==> config.mk <==
export PLATFORM = sky130hd
export DESIGN_NAME = lse_ctrl
export DESIGN_NICKNAME = d
export VERILOG_FILES = /design/src/rtl/lse_pkg.sv /design/src/rtl/lse_ctrl.sv
export SDC_FILE = /design/constraint.sdc
export NUM_CORES = 1
export LEC_CHECK = 0
export ABC_AREA = 1
export BUFFER_PORTS_ARGS = -buffer_cell sky130_fd_sc_hd__buf_2
export CAP_MARGIN = 30
export CORE_AREA = 2 2 39 41
export CTS_CLUSTER_SIZE = 14
export DETAILED_ROUTE_END_ITERATION = 6
export DIE_AREA = 0 0 41 43
export HOLD_SLACK_MARGIN = 0.02
export MAX_ROUTING_LAYER = met4
export PLACE_DENSITY = 0.54
export SLEW_MARGIN = 20
export SYNTH_ARGS = -nofsm -noshare
export SYNTH_HDL_FRONTEND = slang
export SYNTH_SLANG_ARGS = --single-unit
==> constraint.sdc <==
create_clock -name clk -period 1.2 [get_ports clk]
set_input_delay 0.06 -clock clk [delete_from_list [all_inputs] [get_ports clk]]
set_output_delay 0.06 -clock clk [all_outputs]
set_load 0.005 [all_outputs]
==> src/rtl/lse_pkg.sv <==
// shared types and constants for the execute unit
package lse_pkg;

  localparam int unsigned MainWordsDef  = 512;
  localparam int unsigned StackWordsDef = 64;
  localparam int unsigned RegCount      = 32;
  localparam logic [4:0]  LinkReg       = 5'd30;
  localparam logic [4:0]  StackBaseReg  = 5'd28;
  localparam logic [4:0]  FrameBoundReg = 5'd29;
  localparam int unsigned WordBytesLog2 = 3;
  localparam int unsigned CondCount     = 14;

  typedef enum logic [4:0] {
    A_ADDI  = 5'd0,  A_ANDI = 5'd1,  A_EORI = 5'd2,  A_ORRI = 5'd3,
    A_SUBI  = 5'd4,  A_SUBIS = 5'd5, A_ADD  = 5'd6,  A_AND  = 5'd7,
    A_BR    = 5'd8,  A_EOR  = 5'd9,  A_LSL  = 5'd10, A_LSR  = 5'd11,
    A_MUL   = 5'd12, A_ORR  = 5'd13, A_SUB  = 5'd14, A_SUBS = 5'd15,
    A_UDIV  = 5'd16, A_B    = 5'd17, A_BL   = 5'd18, A_BCOND = 5'd19,
    A_CBNZ  = 5'd20, A_CBZ  = 5'd21, A_LDUR = 5'd22, A_STUR = 5'd23,
    A_HALT  = 5'd24, A_NOP  = 5'd25
  } action_t;

  typedef enum logic [3:0] {
    S_CLEAR, S_IDLE, S_RD_AB, S_RD_DB, S_RD_L, S_EXEC, S_MUL, S_DIV, S_WB
  } state_t;

  typedef enum logic [1:0] {
    RD_AB, RD_DB, RD_L
  } rd_phase_t;

  typedef struct packed {
    logic      clr;
    logic      latch;
    rd_phase_t rd_phase;
    logic      cap_ab;
    logic      cap_db;
    logic      exec;
    logic      mul_step;
    logic      div_step;
    logic      wb;
  } cmd_t;

  typedef struct packed {
    logic clr_done;
    logic is_mul;
    logic is_div;
    logic mul_done;
    logic div_done;
  } status_t;

endpackage

==> src/rtl/lse_ctrl.sv <==
// sequencing state machine for the execute unit
module lse_ctrl
  import lse_pkg::*;
(
  input  logic    clk,
  input  logic    rst_n,
  input  logic    start,
  input  status_t status,
  output cmd_t    cmd,
  output logic    busy
);

  state_t state_r, state_nxt;

  always_ff @(posedge clk) begin
    if (!rst_n) begin
      state_r <= S_CLEAR;
    end else begin
      state_r <= state_nxt;
    end
  end

  always_comb begin
    state_nxt    = state_r;
    cmd          = '0;
    cmd.rd_phase = RD_AB;
    case (state_r)
      S_CLEAR: begin
        cmd.clr = 1'b1;
        if (status.clr_done) state_nxt = S_IDLE;
      end
      S_IDLE: begin
        if (start) begin
          cmd.latch = 1'b1;
          state_nxt = S_RD_AB;
        end
      end
      S_RD_AB: begin
        state_nxt = S_RD_DB;
      end
      S_RD_DB: begin
        cmd.rd_phase = RD_DB;
        cmd.cap_ab   = 1'b1;
        state_nxt    = S_RD_L;
      end
      S_RD_L: begin
        cmd.rd_phase = RD_L;
        cmd.cap_db   = 1'b1;
        state_nxt    = S_EXEC;
      end
      S_EXEC: begin
        cmd.exec = 1'b1;
        if (status.is_mul)      state_nxt = S_MUL;
        else if (status.is_div) state_nxt = S_DIV;
        else                    state_nxt = S_WB;
      end
      S_MUL: begin
        cmd.mul_step = 1'b1;
        if (status.mul_done) state_nxt = S_WB;
      end
      S_DIV: begin
        cmd.div_step = 1'b1;
        if (status.div_done) state_nxt = S_WB;
      end
      S_WB: begin
        cmd.wb    = 1'b1;
        state_nxt = S_IDLE;
      end
      default: begin
        state_nxt = S_CLEAR;
      end
    endcase
  end

  assign busy = (state_r != S_IDLE);

endmodule

==> flow_metrics.tcl <==
set metrics [dict create \
    hpwl_um 695 \
    grt_usage 0.108 \
    die_w_um 41 \
    hold_violations 0 \
    syn_area_sq_um 353 \
    grt_remaining_overflow 0 \
    drc 0 \
    rsz0062_at_grt "yes" \
    ys_seq_elements 4 \
    finish.utilization 0.369 \
    start_kind "flop" \
    avgSynthCellArea_sq_um 5.78 \
    status "finished clean" \
    finalMaxSlewViolations 0 \
    crit_path_end "state_r[1]" \
    reg_top3 "state_r: 4 flops" \
    yosysTopAreaCell "dfxtp_1" \
    synthCells 61 \
    clock_latency_ns 0.23 \
    rows 14 \
    numPortBuffers 18 \
    finalSetupViolations 0 \
    slowest_stage "dfxtp_2" \
    layout_min_cycle_time_ns 1.17 \
    max_freq_mhz 856 \
    crit_start "state_r[2]" \
    r2r-end "state_r[1]" \
    synth_cell_types 17 \
    cp-end-kind "flop" \
    cp_data_required_time_ns 1.35 \
    tns_ns 0 \
    fin_nets 91 \
    reg2regPathDepth 6 \
    slowest_delay_ns 0.34 \
    worstPathArrival_ns 1.31 \
    fin_crit_sh 0.974 \
    place_congestion 0.829 \
    die-area_sq_um 1760 \
    clk_path_buf_depth 2 \
    initial_core_util 0.255 \
    slew_headroom 0.869 \
    core_sq_um 1380 \
    grt_pass1_vias 359 \
    path_clk_slew_ns 0.03 \
    ys_seq_area_frac 0.227 \
    p_leak_nw 0.284 \
    worstSetupPathType "reg -> reg" \
    hold_path.class "in -> reg" \
    yosys_warnings 0 \
    grt_pass1_wl_mm 1.27 \
    peakVddDrop_uv 821 \
    clockRootBuffer "clkbuf_4" \
    numCtsBuffers 3 \
    cts_tree "yes" \
    synthesis.nets 69 \
    via_count 423 \
    cap_violations 0 \
    cellPowerDensity_nw_per_um2 1870 \
    n_fill_cell 167 \
    timing.rr.start "state_r[2]" \
    diodes 0 \
    ioPinCount 19 \
    largest_register_ffs 4 \
    timing.reg2reg.setup_slack_ns 0.03 \
    via_per_inst 4.36 \
    drt_wl_total_um 820 \
    wire_per_inst_um 8.45 \
    worst_slew_pin_slew_ns 0.196 \
    synthTopCellsByArea "dfxtp_1, inv_1, nand3_1" \
    grt_antenna_before_repair 0 \
    path_max_fanout 5 \
    regMostFlops "state_r" \
    crit_chain "nor2_4 > buf_4 > nand3b_1 > nand2_1 > o21ai_1 > a21oi_1" \
    die_y_um 43 \
    first_iter_violations 7 \
    skew_ns 0.00139 \
    drt_pass1_iterations 4 \
    drtAntennaViolNets 0 \
    ctsHtreeMaxLevel 1 \
    syn_to_final_growth_pct 44.7 \
    synth.top_cell.area_share 0.227 \
    clock_sinks 4 \
    cts_hold_buf 0 \
    drive_gt1_frac 0.494 \
    grt_max_degree 6 \
]
[worst min-delay path by stage]
| stage | cells past startpoint | from | to | slack, ns |
|---|---|---|---|---|
| 2_1_floorplan | 2 | start | cmd[8] | 0.21 |
| 3_3_place_gp | 3 | rst_n | state_r[3] | 0.33 |
| 3_5_place_dp | 3 | rst_n | state_r[3] | 0.33 |
| 4_1_cts | 3 | rst_n | state_r[3] | 0.09 |
| 5_1_grt | 3 | rst_n | state_r[3] | 0.11 |
| 6_report | 3 | rst_n | state_r[3] | 0.09 |
[per-stage QoR]
| step | power, mW | setup WS, ns | hold slack [ns] | std cells | cell area, sq um |
|---|---|---|---|---|---|
| after floorplan | 0.567 | 0.189 | 0.213 | 61 | 353 |
| after global placement | 0.716 | 0.0403 | 0.335 | 93 | 448 |
| after detailed placement | 0.707 | 0.0497 | 0.329 | 93 | 448 |
| after CTS | 0.899 | 0.0172 | 0.0853 | 96 | 483 |
| after global routing | 1.06 | -0.0241 | 0.111 | 97 | 510 |
| final | 0.954 | 0.0315 | 0.0892 | 97 | 510 |
[worst max-delay path: cells and delay by family (launching register included)]
kind,cells,cell delay [ns]
AND/OR/NAND/NOR,3,0.36
flip-flops,1,0.34
AO/OA/AOI/OAI,2,0.24
buffers and inverters,1,0.14
[cells by family (layout without fill, tap and decap cells)]
logic type | after synthesis | in the layout | share of synthesized area
compound gates | 6 | 6 | 0.0851
buf+inv | 16 | 36 | 0.191
flops | 4 | 4 | 0.227
simple gates | 35 | 35 | 0.496
[power by group]
| group | switching [mW] | internal, mW | total (mW) |
|---|---|---|---|
| sequential | 0.0683 | 0.185 | 0.254 |
| combinational | 0.317 | 0.227 | 0.543 |
| clock | 0.0459 | 0.111 | 0.157 |
[metal layers]
| metal | GRT usage | part of all wire | vias to the layer above |
|---|---|---|---|
| li1 | - | - | 230 |
| met1 | 0.126 | 0.43 | 185 |
| met2 | 0.169 | 0.52 | 8 |
| met3 | 0.0314 | 0.051 | 0 |
| met4 | 0.0400 | 0 | 0 |
| met5 | - | 0 | - |
[placed cells by master, fill, tap and decap left out]
master,instances
buf_2,18
inv_1,10
nand2_1,8
nand3_1,7
nor2_1,6
nor2_4,5
inv_2,4
a21oi_1,3
clkbuf_4,3
dfxtp_2,3
nand2_2,2
nor3_1,2
nor2_2,2
o21ai_0,2
nand3b_1,1
o21ai_1,1
or2_2,1
nor3b_1,1
buf_4,1
dfxtp_4,1
[Yosys cell counts]
cell type,instances
nand2_2,1
buf_4,2
nor2_4,2
o21ai_1,1
nand3b_1,1
or2_2,1
o21ai_0,2
nor3b_1,1
inv_1,11
nor3_1,2
nor2_2,2
nand2_1,9
inv_2,3
dfxtp_1,4
a21oi_1,3
nor2_1,9
nand3_1,7
[layout make-up]
cell class / count / area [sq um] / area share
Multi-Input combinational cell: 41 / 230 / 0.451
Timing Repair Buffer: 19 / 97.6 / 0.191
Sequential cell: 4 / 87.6 / 0.172
Inverter: 14 / 52.6 / 0.103
Clock buffer: 3 / 22.5 / 0.0441
Tap cell: 16 / 20.0 / 0.0392
[repair_timing]
item | 4_1_cts | 5_1_grt
endpoints found under the setup margin | 5 | 12
pin swaps | 0 | 2
setup buffers | 0 | 1
resized for setup | 5 | 8
Note: power is estimated with default switching activity, not from simulation.
